[config.mk]
export PLATFORM = sky130hd
export DESIGN_NAME = bom_detect_text_transcoder
export DESIGN_NICKNAME = d
export VERILOG_FILES = /design/src/bomt_pkg.sv /design/src/bomt_decode.sv /design/src/bomt_out_seq.sv /design/src/bom_detect_text_transcoder.sv
export VERILOG_INCLUDE_DIRS = /design/src /design/src/src
export SDC_FILE = /design/constraint.sdc
export NUM_CORES = 1
export LEC_CHECK = 0
export ABC_CLOCK_PERIOD_IN_PS = 13400
export BUFFER_PORTS_ARGS = -buffer_cell sky130_fd_sc_hd__buf_2
export CAP_MARGIN = 5
export CORE_ASPECT_RATIO = 0.75
export CORE_MARGIN = 3
export CORE_UTILIZATION = 66
export DETAILED_ROUTE_END_ITERATION = 10
export PLACE_DENSITY = 0.85
export SLEW_MARGIN = 40
export SYNTH_ARGS = -nofsm -noshare
export SYNTH_HDL_FRONTEND = slang
export SYNTH_SLANG_ARGS = --single-unit
[constraint.sdc]
create_clock -name clk -period 13.4 [get_ports clk]
set_clock_uncertainty 0.2 [all_clocks]
set_input_delay 0 -clock clk [delete_from_list [all_inputs] [get_ports clk]]
set_output_delay 0 -clock clk [all_outputs]
set_load 0.01 [all_outputs]
[src/assert_macros.svh]
// Assertion macros shared by the transcoder RTL.
`ifndef ASSERT_MACROS_SVH
`define ASSERT_MACROS_SVH

// Same-cycle implication, sampled on clk and switched off while rst_n is low.
`define BOMT_ASSERT_IMPL(lbl, ante, cons, msg) \
    lbl: assert property (@(posedge clk) disable iff (!rst_n) (ante) |-> (cons)) \
        else $error(msg);

// Next-cycle implication, sampled on clk and switched off while rst_n is low.
`define BOMT_ASSERT_NEXT(lbl, ante, cons, msg) \
    lbl: assert property (@(posedge clk) disable iff (!rst_n) (ante) |=> (cons)) \
        else $error(msg);

`endif

[src/bomt_pkg.sv]
// Types, constants and helper functions of the byte-order-mark transcoder.
package bomt_pkg;

    // Encoding codes as reported on the result stream.
    typedef enum logic [1:0] {
        ENC_NONE    = 2'd0,
        ENC_UTF8    = 2'd1,
        ENC_UTF16LE = 2'd2,
        ENC_UTF16BE = 2'd3
    } enc_t;

    // Progress of the mark detection at the head of a file.
    typedef enum logic [1:0] {
        HDR_EMPTY = 2'd0,
        HDR_ONE   = 2'd1,
        HDR_TWO   = 2'd2,
        HDR_DONE  = 2'd3
    } hdr_t;

    // Mark bytes.
    localparam logic [7:0] BOM8_B0  = 8'hEF;
    localparam logic [7:0] BOM8_B1  = 8'hBB;
    localparam logic [7:0] BOM8_B2  = 8'hBF;
    localparam logic [7:0] BOM16_FF = 8'hFF;
    localparam logic [7:0] BOM16_FE = 8'hFE;

    // UTF-8 prefix patterns and masks.
    localparam logic [7:0] UTF8_CONT   = 8'h80;
    localparam logic [7:0] UTF8_LEAD2  = 8'hC0;
    localparam logic [7:0] UTF8_LEAD3  = 8'hE0;
    localparam logic [7:0] UTF8_LEAD4  = 8'hF0;
    localparam logic [7:0] UTF8_MASK4  = 8'hF8;
    localparam logic [7:0] UTF8_LOW6   = 8'h3F;
    localparam logic [15:0] UNIT_TWO_BYTES = 16'h0800;

    // Most results a single input byte can produce.
    localparam int MAX_RES = 3;

    // Results of one input byte, handed from the decoder to the output sequencer.
    typedef struct packed {
        logic [MAX_RES-1:0][7:0] bytes;
        logic [1:0]              count;
        logic                    data_valid;
        logic                    eof;
        logic                    status;
        enc_t                    enc;
    } res_bundle_t;

    // Validation state for unmarked input.
    typedef struct packed {
        logic [1:0] cont;
        logic       err;
    } chk_t;

    // One step of the lead/continuation check.
    function automatic chk_t check_byte(chk_t cur, logic [7:0] b);
        chk_t nxt;
        nxt = cur;
        if (cur.cont != 2'd0) begin
            if ((b & UTF8_LEAD2) != UTF8_CONT) begin
                nxt.err  = 1'b1;
                nxt.cont = 2'd0;
            end
            else begin
                nxt.cont = cur.cont - 2'd1;
            end
        end
        else if (b < UTF8_CONT) begin
            nxt = cur;
        end
        else if ((b & UTF8_LEAD3) == UTF8_LEAD2) begin
            nxt.cont = 2'd1;
        end
        else if ((b & UTF8_LEAD4) == UTF8_LEAD3) begin
            nxt.cont = 2'd2;
        end
        else if ((b & UTF8_MASK4) == UTF8_LEAD4) begin
            nxt.cont = 2'd3;
        end
        else begin
            nxt.err = 1'b1;
        end
        return nxt;
    endfunction

endpackage

[src/bomt_decode.sv]
// Input register, file state and the per-byte decode into a bundle of results.
module bomt_decode (
    input  logic                  clk,
    input  logic                  rst_n,
    input  logic                  s_tvalid,
    output logic                  s_tready,
    input  logic [7:0]            s_tdata,   // [7:0] data_byte
    input  logic                  s_tlast,   // last_byte
    input  logic                  out_free,
    output logic                  load_valid,
    output bomt_pkg::res_bundle_t bundle
);
    import bomt_pkg::*;

    logic       in_valid_reg;
    logic [7:0] in_byte_reg;
    logic       in_last_reg;
    logic       adv;

    hdr_t       hdr_reg, hdr_next, hdr_mid;
    enc_t       enc_reg, enc_next, enc_mid;
    logic [7:0] h0_reg, h0_next;
    logic [7:0] h1_reg, h1_next;
    logic [7:0] held_reg, held_next;
    logic       half_reg, half_next, half_mid;
    logic [1:0] cont_reg, cont_next;
    logic       err_reg, err_next;

    logic [MAX_RES-1:0][7:0] pass_b;
    logic [1:0]              pass_n;
    logic [MAX_RES-1:0][7:0] emit_b;
    logic [1:0]              emit_n;
    logic [15:0]             unit;
    chk_t                    chk_v [0:MAX_RES];
    logic                    err_final;

    // Input register: a new transaction enters while it is empty or whenever the held one moves on.
    assign adv      = in_valid_reg && out_free;
    assign s_tready = !in_valid_reg || out_free;

    always_ff @(posedge clk or negedge rst_n)
    begin
        if (!rst_n)
        begin
            in_valid_reg <= 1'b0;
        end
        else if (s_tvalid && s_tready)
        begin
            in_valid_reg <= 1'b1;
        end
        else if (adv)
        begin
            in_valid_reg <= 1'b0;
        end
    end

    always_ff @(posedge clk)
    begin
        if (s_tvalid && s_tready)
        begin
            in_byte_reg <= s_tdata;
            in_last_reg <= s_tlast;
        end
    end

    // Code unit from a completed UTF-16 pair.
    assign unit = (enc_reg == ENC_UTF16LE) ? {in_byte_reg, held_reg}
                                           : {held_reg, in_byte_reg};

    // Mark detection and choice of the bytes to pass, check or encode.
    always_comb
    begin
        hdr_mid   = hdr_reg;
        enc_mid   = enc_reg;
        h0_next   = h0_reg;
        h1_next   = h1_reg;
        held_next = held_reg;
        half_mid  = half_reg;
        pass_b    = '0;
        pass_n    = 2'd0;
        emit_b    = '0;
        emit_n    = 2'd0;
        unique case (hdr_reg)
            HDR_EMPTY:
            begin
                if (in_last_reg)
                begin
                    enc_mid   = ENC_NONE;
                    hdr_mid   = HDR_DONE;
                    pass_b[0] = in_byte_reg;
                    pass_n    = 2'd1;
                end
                else
                begin
                    h0_next = in_byte_reg;
                    hdr_mid = HDR_ONE;
                end
            end
            HDR_ONE:
            begin
                if (h0_reg == BOM16_FF && in_byte_reg == BOM16_FE)
                begin
                    enc_mid = ENC_UTF16LE;
                    hdr_mid = HDR_DONE;
                end
                else if (h0_reg == BOM16_FE && in_byte_reg == BOM16_FF)
                begin
                    enc_mid = ENC_UTF16BE;
                    hdr_mid = HDR_DONE;
                end
                else if (h0_reg == BOM8_B0 && in_byte_reg == BOM8_B1 && !in_last_reg)
                begin
                    h1_next = in_byte_reg;
                    hdr_mid = HDR_TWO;
                end
                else
                begin
                    enc_mid   = ENC_NONE;
                    hdr_mid   = HDR_DONE;
                    pass_b[0] = h0_reg;
                    pass_b[1] = in_byte_reg;
                    pass_n    = 2'd2;
                end
            end
            HDR_TWO:
            begin
                hdr_mid = HDR_DONE;
                if (in_byte_reg == BOM8_B2)
                begin
                    enc_mid = ENC_UTF8;
                end
                else
                begin
                    enc_mid   = ENC_NONE;
                    pass_b[0] = h0_reg;
                    pass_b[1] = h1_reg;
                    pass_b[2] = in_byte_reg;
                    pass_n    = 2'd3;
                end
            end
            HDR_DONE:
            begin
                unique case (enc_reg)
                    ENC_NONE:
                    begin
                        pass_b[0] = in_byte_reg;
                        pass_n    = 2'd1;
                    end
                    ENC_UTF8:
                    begin
                        emit_b[0] = in_byte_reg;
                        emit_n    = 2'd1;
                    end
                    default:
                    begin
                        if (!half_reg)
                        begin
                            held_next = in_byte_reg;
                            half_mid  = 1'b1;
                        end
                        else
                        begin
                            half_mid = 1'b0;
                            if (unit < {8'h00, UTF8_CONT})
                            begin
                                emit_b[0] = unit[7:0];
                                emit_n    = 2'd1;
                            end
                            else if (unit < UNIT_TWO_BYTES)
                            begin
                                emit_b[0] = UTF8_LEAD2 | {3'b000, unit[10:6]};
                                emit_b[1] = UTF8_CONT | {2'b00, unit[5:0]};
                                emit_n    = 2'd2;
                            end
                            else
                            begin
                                emit_b[0] = UTF8_LEAD3 | {4'b0000, unit[15:12]};
                                emit_b[1] = UTF8_CONT | (unit[13:6] & UTF8_LOW6);
                                emit_b[2] = UTF8_CONT | {2'b00, unit[5:0]};
                                emit_n    = 2'd3;
                            end
                        end
                    end
                endcase
            end
        endcase
    end

    // Validation chain over the bytes that pass unchecked data.
    always_comb
    begin
        chk_v[0] = '{cont: cont_reg, err: err_reg};
        for (int i = 0; i < MAX_RES; i++)
        begin
            if (i < int'(pass_n))
            begin
                chk_v[i+1] = check_byte(chk_v[i], pass_b[i]);
            end
            else
            begin
                chk_v[i+1] = chk_v[i];
            end
        end
    end

    // Result bundle, end-of-file status and the state for the next byte.
    always_comb
    begin
        err_final = chk_v[MAX_RES].err;
        if (in_last_reg && enc_mid == ENC_NONE && chk_v[MAX_RES].cont != 2'd0)
        begin
            err_final = 1'b1;
        end

        bundle.enc        = enc_mid;
        bundle.eof        = in_last_reg;
        bundle.status     = in_last_reg && (enc_mid == ENC_NONE) && err_final;
        bundle.data_valid = 1'b1;
        if (pass_n != 2'd0)
        begin
            bundle.bytes = pass_b;
            bundle.count = pass_n;
        end
        else
        begin
            bundle.bytes = emit_b;
            bundle.count = emit_n;
        end
        if (in_last_reg && bundle.count == 2'd0)
        begin
            bundle.bytes      = '0;
            bundle.count      = 2'd1;
            bundle.data_valid = 1'b0;
        end

        // The final byte of a file returns the state to its reset values.
        if (in_last_reg)
        begin
            hdr_next  = HDR_EMPTY;
            enc_next  = ENC_NONE;
            half_next = 1'b0;
            cont_next = 2'd0;
            err_next  = 1'b0;
        end
        else
        begin
            hdr_next  = hdr_mid;
            enc_next  = enc_mid;
            half_next = half_mid;
            cont_next = chk_v[MAX_RES].cont;
            err_next  = err_final;
        end
    end

    assign load_valid = in_valid_reg && (bundle.count != 2'd0);

    // File state.
    always_ff @(posedge clk or negedge rst_n)
    begin
        if (!rst_n)
        begin
            hdr_reg  <= HDR_EMPTY;
            enc_reg  <= ENC_NONE;
            half_reg <= 1'b0;
            cont_reg <= 2'd0;
            err_reg  <= 1'b0;
        end
        else if (adv)
        begin
            hdr_reg  <= hdr_next;
            enc_reg  <= enc_next;
            half_reg <= half_next;
            cont_reg <= cont_next;
            err_reg  <= err_next;
        end
    end

    // Held header bytes and the first half of a UTF-16 pair.
    always_ff @(posedge clk)
    begin
        if (adv)
        begin
            h0_reg   <= h0_next;
            h1_reg   <= h1_next;
            held_reg <= held_next;
        end
    end

endmodule

[src/bomt_out_seq.sv]
// Result register that hands out the results of one byte, one transaction per cycle while m_tready is high.
module bomt_out_seq (
    input  logic                  clk,
    input  logic                  rst_n,
    input  logic                  load_valid,
    input  bomt_pkg::res_bundle_t bundle,
    output logic                  out_free,
    output logic                  m_tvalid,
    input  logic                  m_tready,
    output logic [7:0]            m_tdata,   // [7:0] out_byte
    output logic [4:0]            m_tuser,   // [0] byte_valid, [1] run_last, [2] status,
                                             // [4:3] encoding
    output logic                  m_tlast    // end_of_file
);
    import bomt_pkg::*;

    res_bundle_t bundle_reg;
    logic        busy_reg;
    logic [1:0]  idx_reg;
    logic        last_one;
    logic        load;

    assign last_one = (idx_reg == (bundle_reg.count - 2'd1));
    assign out_free = !busy_reg || (last_one && m_tready);
    assign load     = load_valid && out_free;

    // Control: busy while results remain, index of the next one.
    always_ff @(posedge clk or negedge rst_n)
    begin
        if (!rst_n)
        begin
            busy_reg <= 1'b0;
            idx_reg  <= 2'd0;
        end
        else if (load)
        begin
            busy_reg <= 1'b1;
            idx_reg  <= 2'd0;
        end
        else if (busy_reg && m_tready)
        begin
            if (last_one)
            begin
                busy_reg <= 1'b0;
            end
            else
            begin
                idx_reg <= idx_reg + 2'd1;
            end
        end
    end

    always_ff @(posedge clk)
    begin
        if (load)
        begin
            bundle_reg <= bundle;
        end
    end

    // Output fields of the current result.
    assign m_tvalid = busy_reg;
    assign m_tdata  = bundle_reg.data_valid ? bundle_reg.bytes[idx_reg] : 8'h00;
    assign m_tlast  = last_one && bundle_reg.eof;
    assign m_tuser  = {bundle_reg.enc,
                       last_one && bundle_reg.eof && bundle_reg.status,
                       last_one,
                       bundle_reg.data_valid};

endmodule

[src/bom_detect_text_transcoder.sv]
// Top level of the byte-order-mark detecting UTF-16 to UTF-8 transcoder.
//
//   Channel  Direction  tdata         tlast        tuser
//   s_axis   in         data_byte     last_byte    -
//   m_axis   out        out_byte      end_of_file  byte_valid, run_last, status, encoding
//
// An input byte is registered, decoded into up to three results and loaded into the
// result register once that register is free. One result leaves per cycle while
// m_tready is high, so a byte that yields several results, such as a UTF-16 pair or
// the held bytes flushed when a mark is ruled out, holds the output until its last leaves.
// Reset clears the file state; the next file starts after the last_byte transaction.
// While results wait on m_tready the input register takes one more transaction and then
// holds s_tready low until the last result of the current byte leaves.
`include "assert_macros.svh"

module bom_detect_text_transcoder (
    input  logic       clk,
    input  logic       rst_n,
    input  logic       s_tvalid,
    output logic       s_tready,
    input  logic [7:0] s_tdata,   // [7:0] data_byte
    input  logic       s_tlast,   // last_byte
    output logic       m_tvalid,
    input  logic       m_tready,
    output logic [7:0] m_tdata,   // [7:0] out_byte
    output logic [4:0] m_tuser,   // [0] byte_valid, [1] run_last, [2] status, [4:3] encoding
    output logic       m_tlast    // end_of_file
);
    import bomt_pkg::*;

    res_bundle_t bundle;
    logic        load_valid;
    logic        out_free;

    // Input register and decode.
    bomt_decode u_decode (
        .clk       (clk),
        .rst_n     (rst_n),
        .s_tvalid  (s_tvalid),
        .s_tready  (s_tready),
        .s_tdata   (s_tdata),
        .s_tlast   (s_tlast),
        .out_free  (out_free),
        .load_valid(load_valid),
        .bundle    (bundle)
    );

    // Result register and sequencing.
    bomt_out_seq u_out_seq (
        .clk       (clk),
        .rst_n     (rst_n),
        .load_valid(load_valid),
        .bundle    (bundle),
        .out_free  (out_free),
        .m_tvalid  (m_tvalid),
        .m_tready  (m_tready),
        .m_tdata   (m_tdata),
        .m_tuser   (m_tuser),
        .m_tlast   (m_tlast)
    );

    // An error status only appears on the end-of-file transaction.
    `BOMT_ASSERT_IMPL(a_status_at_eof, m_tvalid && m_tuser[2], m_tlast, "status before eof")
    // End of file closes the run of its input byte.
    `BOMT_ASSERT_IMPL(a_eof_run_last, m_tvalid && m_tlast, m_tuser[1], "eof not at run end")
    // A status-only transaction is only ever the end of a file.
    `BOMT_ASSERT_IMPL(a_empty_is_eof, m_tvalid && !m_tuser[0], m_tlast, "status-only in file")
    // A run with results still to come keeps the output busy.
    `BOMT_ASSERT_NEXT(a_run_continues, m_tvalid && m_tready && !m_tuser[1], m_tvalid, "run cut short")

endmodule
==> results of run 1 <==
## Yosys cell counts, drive strengths merged, types with 3 or more instances
master and n:
nor4 5, o31ai 7, and2 14, clkbuf 23, a22oi 7, a221o 5
or3 3, o32a 3, nand3 13, o2111ai 3, mux2i 13, o211ai 3
dfrtp 12, a21oi 34, a211oi 9, nand2 64, o21ai 41, and3 6
buf 13, nor2 29, a32o 5, edfxtp 64, inv 15, ha 7
a21boi 4, a31o 5, nor2b 4, o22ai 7, nand4 5, a31oi 14
nor3 8, a22o 14, nand2b 12
## layer usage
metal / track usage [%] / routed length (um)
met5: 0 / 0
met4: 12.5 / 478
met3: 10.5 / 1940
met2: 52.7 / 6030
met1: 47.6 / 5600
## logic make-up (layout without fill, tap and decap cells)
kind of cell / Yosys count / in the layout / synth area share, %
xor+xnor: 1 / 1 / 0.180
mux: 14 / 14 / 3.14
compound gates: 183 / 183 / 27.0
flops: 76 / 76 / 45.8
fa+ha+maj: 7 / 7 / 1.80
buf+inv: 51 / 80 / 4.56
simple gates: 171 / 171 / 17.6
## placed cells by master, fill, tap and decap left out, types with 5 or more instances in the layout
cell type / instances
a211oi_1: 9
a21oi_1: 34
a221o_1: 5
a22o_1: 14
a22oi_1: 6
a31oi_1: 13
a32o_1: 5
and2_1: 14
and3_1: 5
buf_2: 28
buf_4: 5
clkbuf_8: 9
dfrtp_1: 12
dlygate4sd3_1: 14
edfxtp_1: 64
ha_1: 7
inv_1: 15
mux2i_1: 13
nand2_1: 64
nand2b_1: 12
nand3_1: 13
nor2_1: 29
nor3_1: 8
o21ai_0: 35
o22ai_1: 7
o31ai_1: 5
## power by group
part           switching (uW)  internal, uW  total, uW
combinational             450           264        714
sequential               77.5           352        429
clock                    90.4          84.7        175
total                     618           701       1320
## per-stage QoR
step	cells	setup WS [ps]	utilization [%]	total power [uW]	hold slack, ps
final	630	7150	77.2	1320	141
after global routing	630	6770	77.2	1400	151
after CTS	630	7360	77.1	1280	145
after detailed placement	600	7350	72.3	1110	-304
after global placement	598	7690	71.9	1070	-304
after floorplan	503	8310	-	909	-496
## worst max path at each step
stage,startpoint,endpoint,slack [ps],depth (start not counted)
4_1_cts,u_decode.in_byte_reg[7],u_out_seq.bundle_reg[2],7360,19
3_5_place_dp,u_decode.in_byte_reg[7],u_out_seq.bundle_reg[2],7350,19
6_report,u_decode.in_byte_reg[6],u_out_seq.bundle_reg[2],7150,19
3_3_place_gp,u_decode.in_byte_reg[6],u_out_seq.bundle_reg[2],7690,19
2_1_floorplan,u_decode.hdr_reg[0],u_out_seq.bundle_reg[2],8310,22
5_1_grt,u_decode.in_byte_reg[7],u_out_seq.bundle_reg[2],6770,19
## repair_timing
action | in CTS | in global routing
hold buffers | 14 | 0
hold endpoints to repair | 25 | 0
gates resized for setup | 0 | 0
## final cells by class
type	count	area, sq um
clock buffers	9	124
fillers	501	1590
repair buffers	49	348
well taps	98	123
flip-flops and latches	76	2220
multi-input cells	376	2430
clock inverters	7	67.6
inverters	15	56.3
## worst reg2reg max path, delay by kind of cell (launching register included)
| family | cells | cell delay (ps) |
|---|---|---|
| DFF | 1 | 900 |
| adders and majority gates | 2 | 560 |
| AOI/OAI and AO/OA | 13 | 3400 |
| and+or+nand+nor | 4 | 930 |
==> key figures, run 1 <==
Final layout
  – Diode count: 0
  – Max reg flops: 28
  – Design Area, Final: about 5400 sq um
  – Area Overhead vs Synth: 10.7%
  – Nets: around 550
  – Share of cells above drive strength 1: around 12%

Synthesis
  – Syn. warnings: 0
  – Synth unique cells: 70
  – Area share of the largest cell type after synthesis: about two fifths
  – Syn_area_per_cell: 9.65 sq um
  – Synth area leaders: edfxtp_1 (40%), dfrtp_1 (6.2%), nand2_1 (4.9%), o21ai_0 (3.6%), a21oi_1 (3.5%)
  – Seq/Total Area, Yosys: ~46%
  – #FFs+latches synth: 76
  – Main synth FF type: edfxtp_1
  – Synthesized area: 4850 sq um
  – Number of flops mapped to enable cells by yosys: 64
  – Post-Syn Instances: around 500
  – Biggest area consumer among synthesized cells: edfxtp_1
  – Asr flop ratio synth: 15.8%
  – Syn nets: between 500 and 600

Worst setup path
  – CP max-delay cell: edfxtp_1
  – Crit Path Class: register to register
  – Worst R2R Setup Slack: ~7000 ps
  – CP top delay family: compound AO/OA/AOI/OAI gates
  – RR Endpoint: u_out_seq.bundle_reg[2]
  – Max incr delay on CP: about 900 ps
  – Critical Path AT: roughly 6000 ps
  – Worst R2R Path Depth: 19
  – Buf+Inv Stages, Crit Path: 0
  – Startpoint Class: register
  – CP cell instances: nand4b_2 > o21a_1 > o31ai_2 > a21boi_2 > o41ai_4 > nand2_1 > a22oi_1 > ha_1 > a21boi_0 > o22ai_1 > a22o_1 > ha_1 > or3_1 > o21ai_0 > nor3_1 > a2111oi_0 > o211ai_1 > a211oi_1 > a31oi_1
  – Worst R2R Start: u_decode.in_byte_reg[6]
  – Crit path top cell by count: ha_1
  – CP endpoint kind: register
  – Worst Path Max Fanout: 21
  – CP required: ~13000 ps

Die
  – Die H: about 80 um
  – Initial Util: ~70%
  – Placeable Area: between 6000 and 7000 sq um
  – Die Width: between 100 and 150 um
  – # rows: 26
  – IO Pins: 29
  – Die Footprint: between 8000 and 9000 sq um

Clock tree
  – CTS Buf Count: 9
  – Setup Fix Bufs, Post-CTS: 0
  – CTS tree: built
  – Root buffer cell: clkbuf_8
  – Worst-Skew Late Latency: around 360 ps
  – Num Clock Sinks: 76
  – CTS clk-pin slew, worst paths: ~90 ps
  – H-tree depth: 3
  – Clock buffer depth: 2

Routing
  – Vias: 4516
  – Avg Vias per Cell: 7.17
  – Routed len/inst: 22.3 um
  – DR iter-0 viols: around 740
  – Post-DRT Antenna Nets: 0
  – Drt total wl: approximately 14000 um
  – # DRC: 0
  – Drt first pass iters: 7

Power
  – Leak: 0.00194 uW
  – Peak VDD IR: around 0.22 mV
  – PwrDens: 245 nW/um^2

Min path
  – Hold Startpoint: s_tlast
  – Worst min-delay path category: primary input to register
  – WHS Path Cells: 2
  – Hold path endpoint: u_decode.in_last_reg

Global route
  – Vias in the first global route: between 4000 and 5000
  – GRT Util Overall: between 30% and 40%
  – Antenna violations before repair: 0
  – Largest net degree at the start of global routing: 27
  – Global route overflow: 0
  – First-pass GRT wire length: about 23000 um

Timing
  – Final Cycle Share: 46.7%
  – Final Hold Viols: 0
  – RSZ-0062 raised after global routing: false
  – Max_slew headroom: between 40 and 50%
  – Fmax achieved: 0.160 GHz
  – Slew Viols, Final: 0
  – Fin Setup TNS: 0 ps
  – Setup-failing EPs final: 0
  – Tmin final: about 6300 ps
  – Tightest Pin Transition: 846 ps

Placement
  – Placed Area: approximately 5000 sq um
  – Gpl congestion: approximately 1.1
  – DP Wirelength: between 9000 and 10000 um
  – Port-buffer cells: 28

Job
  – Max_cap viols: 0

Outcome
  – Outcome: finished clean
Note: power is estimated with default switching activity, not from simulation.
==> run 2: changes to the inputs <==
--- a/config.mk
+++ b/config.mk
@@ -6,14 +6,15 @@
 export SDC_FILE = /design/constraint.sdc
 export NUM_CORES = 1
 export LEC_CHECK = 0
-export ABC_CLOCK_PERIOD_IN_PS = 13400
+export ABC_AREA = 1
+export ABC_CLOCK_PERIOD_IN_PS = 6000
 export BUFFER_PORTS_ARGS = -buffer_cell sky130_fd_sc_hd__buf_2
 export CAP_MARGIN = 5
 export CORE_ASPECT_RATIO = 0.75
 export CORE_MARGIN = 3
-export CORE_UTILIZATION = 66
+export CORE_UTILIZATION = 61
 export DETAILED_ROUTE_END_ITERATION = 10
-export PLACE_DENSITY = 0.85
+export PLACE_DENSITY = 0.8
 export SLEW_MARGIN = 40
 export SYNTH_ARGS = -nofsm -noshare
 export SYNTH_HDL_FRONTEND = slang
==> constraint.sdc (replaced) <==
create_clock -name clk -period 6 [get_ports clk]
set_clock_uncertainty 0.2 [all_clocks]
set_input_delay 0 -clock clk [delete_from_list [all_inputs] [get_ports clk]]
set_output_delay 0 -clock clk [all_outputs]
set_load 0.01 [all_outputs]
==> run 2 against run 1 <==
Compared with the run above:
- first-iteration DRC count decreased by 43%
- synthesized cell count increased by 11%
- combinational power is 97% higher
- critical endpoint unchanged
- highest routed layer unchanged
==> key figures, run 2 <==
Worst setup path
  – CP max-delay cell: edfxtp_1
  – Critical Path AT: 4940 ps (-1220 ps)
  – Startpoint Class: register
  – CP endpoint kind: register
  – Crit path top cell by count: nand2_1
  – Max incr delay on CP: 520 ps (-380 ps)
  – Crit Path Class: register to register
  – Worst Path Max Fanout: 9 (-57%)
  – CP required: 6010 ps (-7300 ps)

Timing
  – Tmin final: 4930 ps (-1320 ps)
  – Fin Setup TNS: 0 ps (unchanged)
  – Tightest Pin Transition: 721 ps (-125 ps)
  – Final Cycle Share: 82.2% (+36 points)
  – RSZ-0062 raised after global routing: false
  – Final Hold Viols: 0 (unchanged)
  – Setup-failing EPs final: 0 (unchanged)
  – Slew Viols, Final: 0 (unchanged)
  – Fmax achieved: 0.203 GHz (+27%)
  – Max_slew headroom: 51.7% (+8.5 points)

Clock tree
  – Setup Fix Bufs, Post-CTS: 0 (unchanged)
  – Num Clock Sinks: 76 (unchanged)
  – CTS Buf Count: 9 (unchanged)
  – CTS clk-pin slew, worst paths: 80 ps (about the same)
  – Clock buffer depth: 2 (unchanged)
  – Root buffer cell: clkbuf_8
  – Post-cts sizing count: 0 (unchanged)
  – Worst-Skew Late Latency: 360 ps (about the same)
  – CTS tree: built
  – H-tree depth: 3 (unchanged)

Die
  – Die H: 81.2 um (+1.1%)
  – Initial Util: 65.1% (-4.7 points)
  – Die Footprint: 8620 sq um (+2.2%)
  – Die Width: 106 um (+1.1%)
  – IO Pins: 29 (unchanged)
  – Placeable Area: 7060 sq um (+1.4%)
  – # rows: 26 (unchanged)

Global route
  – Antenna violations before repair: 0 (unchanged)
  – First-pass GRT wire length: 20100 um (-11%)
  – Vias in the first global route: 3932 (-5.5%)
  – Largest net degree at the start of global routing: 33 (+22%)
  – Global route overflow: 0 (unchanged)
  – GRT Util Overall: 30.8% (-3.9 points)

Final layout
  – Diode count: 0 (unchanged)
  – Max reg flops: 28 (unchanged)
  – Nets: 618 (+13%)
  – Area Overhead vs Synth: 12.0%
  – Leading cell type in the layout, fill and taps excluded: nand2_1
  – Fin util: 72.8% (-4.3 points)
  – Design Area, Final: 5140 sq um (-4.3%)
  – Share of cells above drive strength 1: 13.6% (+1.2 points)
  – Most frequent cells in the layout: nand2_1 (124), inv_1 (73), edfxtp_1 (64), nor2_1 (60), o21ai_0 (50)

Placement
  – Gpl congestion: 1.04 (-3.5%)
  – Port-buffer cells: 28 (unchanged)
  – Placed Area: 4800 sq um (-4.7%)
  – DP Wirelength: 9160 um (-3.9%)

Synthesis
  – Post-synth top cells: nand2_1 (125), inv_1 (74), edfxtp_1 (64)
  – Synth unique cells: 45 (-36%)
  – #FFs+latches synth: 76 (unchanged)
  – Number of flops mapped to enable cells by yosys: 64 (unchanged)
  – Syn. warnings: 0 (unchanged)
  – Most common cell in the synthesized netlist: nand2_1
  – Asr flop ratio synth: 15.8% (unchanged)
  – Syn nets: 576 (+10%)
  – Main synth FF type: edfxtp_1
  – Seq/Total Area, Yosys: 48.4% (+2.6 points)
  – Area share of the largest cell type after synthesis: 41.8% (+2.3 points)
  – Synthesized area: 4590 sq um (-5.4%)
  – Synth area leaders: edfxtp_1 (42%), nand2_1 (10%), dfrtp_1 (6.5%), inv_1 (6.0%), o21ai_0 (5.4%)
  – Post-Syn Instances: 556 (+11%)
  – Biggest area consumer among synthesized cells: edfxtp_1
  – Syn_area_per_cell: 8.26 sq um (-14%)

Routing
  – DR iter-0 viols: 420 (-43%)
  – Avg Vias per Cell: 6.03 (-16%)
  – Drt first pass iters: 5 (-2)
  – Drt total wl: 12600 um (-10%)
  – Post-DRT Antenna Nets: 0 (unchanged)
  – Routed len/inst: 18.0 um (-19%)
  – # DRC: 0 (unchanged)
  – Vias: 4228 (-6.4%)

Job
  – Max_cap viols: 0 (unchanged)

Min path
  – Worst min-delay path category: primary input to register

Power
  – PwrDens: 524 nW/um^2 (+110%)
  – Peak VDD IR: 0.294 mV (+35%)
  – Leak: 0.00216 uW (+11%)

Outcome
  – Outcome: finished clean
## run 2: changes by cell type in the layout (fill, tap and decap cells not counted), sizes merged, moves of 13 or more
cell   change
nand2     +75
inv       +67
nor2      +39
o21ai     +15
a22o      -13
and2      -13
mux2i     -13
## run 2: repair_timing
action	in CTS	in global routing
hold endpoints to repair	25	0
hold buffers	15	0
setup endpoints to repair	0	0
## run 2: layout make-up
class | count | area (sq um)
flip-flops and latches | 76 | 2220
multi-input cells | 386 | 2010
fillers | 541 | 1920
inverters | 82 | 308
repair buffers | 43 | 290
clock buffers | 9 | 124
well taps | 98 | 123
clock inverters | 7 | 67.6
## run 2: kinds of logic after synthesis
| logic type | after synthesis | synth area share, % |
|---|---|---|
| AO/OA/AOI/OAI | 127 | 16.5 |
| flip-flops | 76 | 48.4 |
| XOR/XNOR | 2 | 0.381 |
| adder cells (fa/ha/maj) | 7 | 1.91 |
| AND/OR/NAND/NOR | 250 | 24.8 |
| buffers and inverters | 94 | 8.06 |
## run 2: path summary, 6_finish.rpt
| path | end | slack [ps] | cells past startpoint | start |
|---|---|---|---|---|
| setup reg to reg | u_out_seq.bundle_reg[2] | 1070 | 35 | u_decode.in_byte_reg[3] |
| min in group asynchronous | u_out_seq.idx_reg[0] | 540 | 3 | rst_n |
| max in group asynchronous | u_out_seq.idx_reg[1] | 4620 | 3 | rst_n |
| hold reg to reg | u_decode.err_reg | 320 | 2 | u_decode.err_reg |
| setup / recovery | u_out_seq.bundle_reg[2] | 1070 | 35 | u_decode.in_byte_reg[3] |
| hold / removal | u_decode.in_byte_reg[3] | 140 | 2 | s_tdata[3] |
## run 2: stage by stage
stage	cells	hold WS [ps]	power, uW	setup slack, ps
after floorplan	556	-496	1890	2090
after global placement	670	-302	2210	1510
after detailed placement	670	-286	2250	1360
after CTS	701	134	2660	1300
after global routing	701	140	2890	766
final	701	137	2700	1070
## run 2: where the power goes
part	leakage, uW	switching [uW]	internal, uW
registers	0.000748	105	796
clock network	0.0000926	197	190
logic	0.00132	979	430
total	0.00216	1280	1420
## run 2: layer usage
metal | global-route usage, % | part of all wire, % | wire, um
met5 | 0 | 0 | 0
met1 | 43.4 | 44 | 5500
met3 | 6.59 | 11 | 1390
met4 | 10.9 | 2.1 | 267
met2 | 47.7 | 43 | 5440
## run 2: critical path, delay by kind of cell, from the launching register on
kind / cells / cell delay (ps)
and+or+nand+nor: 26 / 2830
AOI/OAI and AO/OA: 1 / 150
adders and majority gates: 2 / 440
buffers and inverters: 6 / 640
DFF: 1 / 520
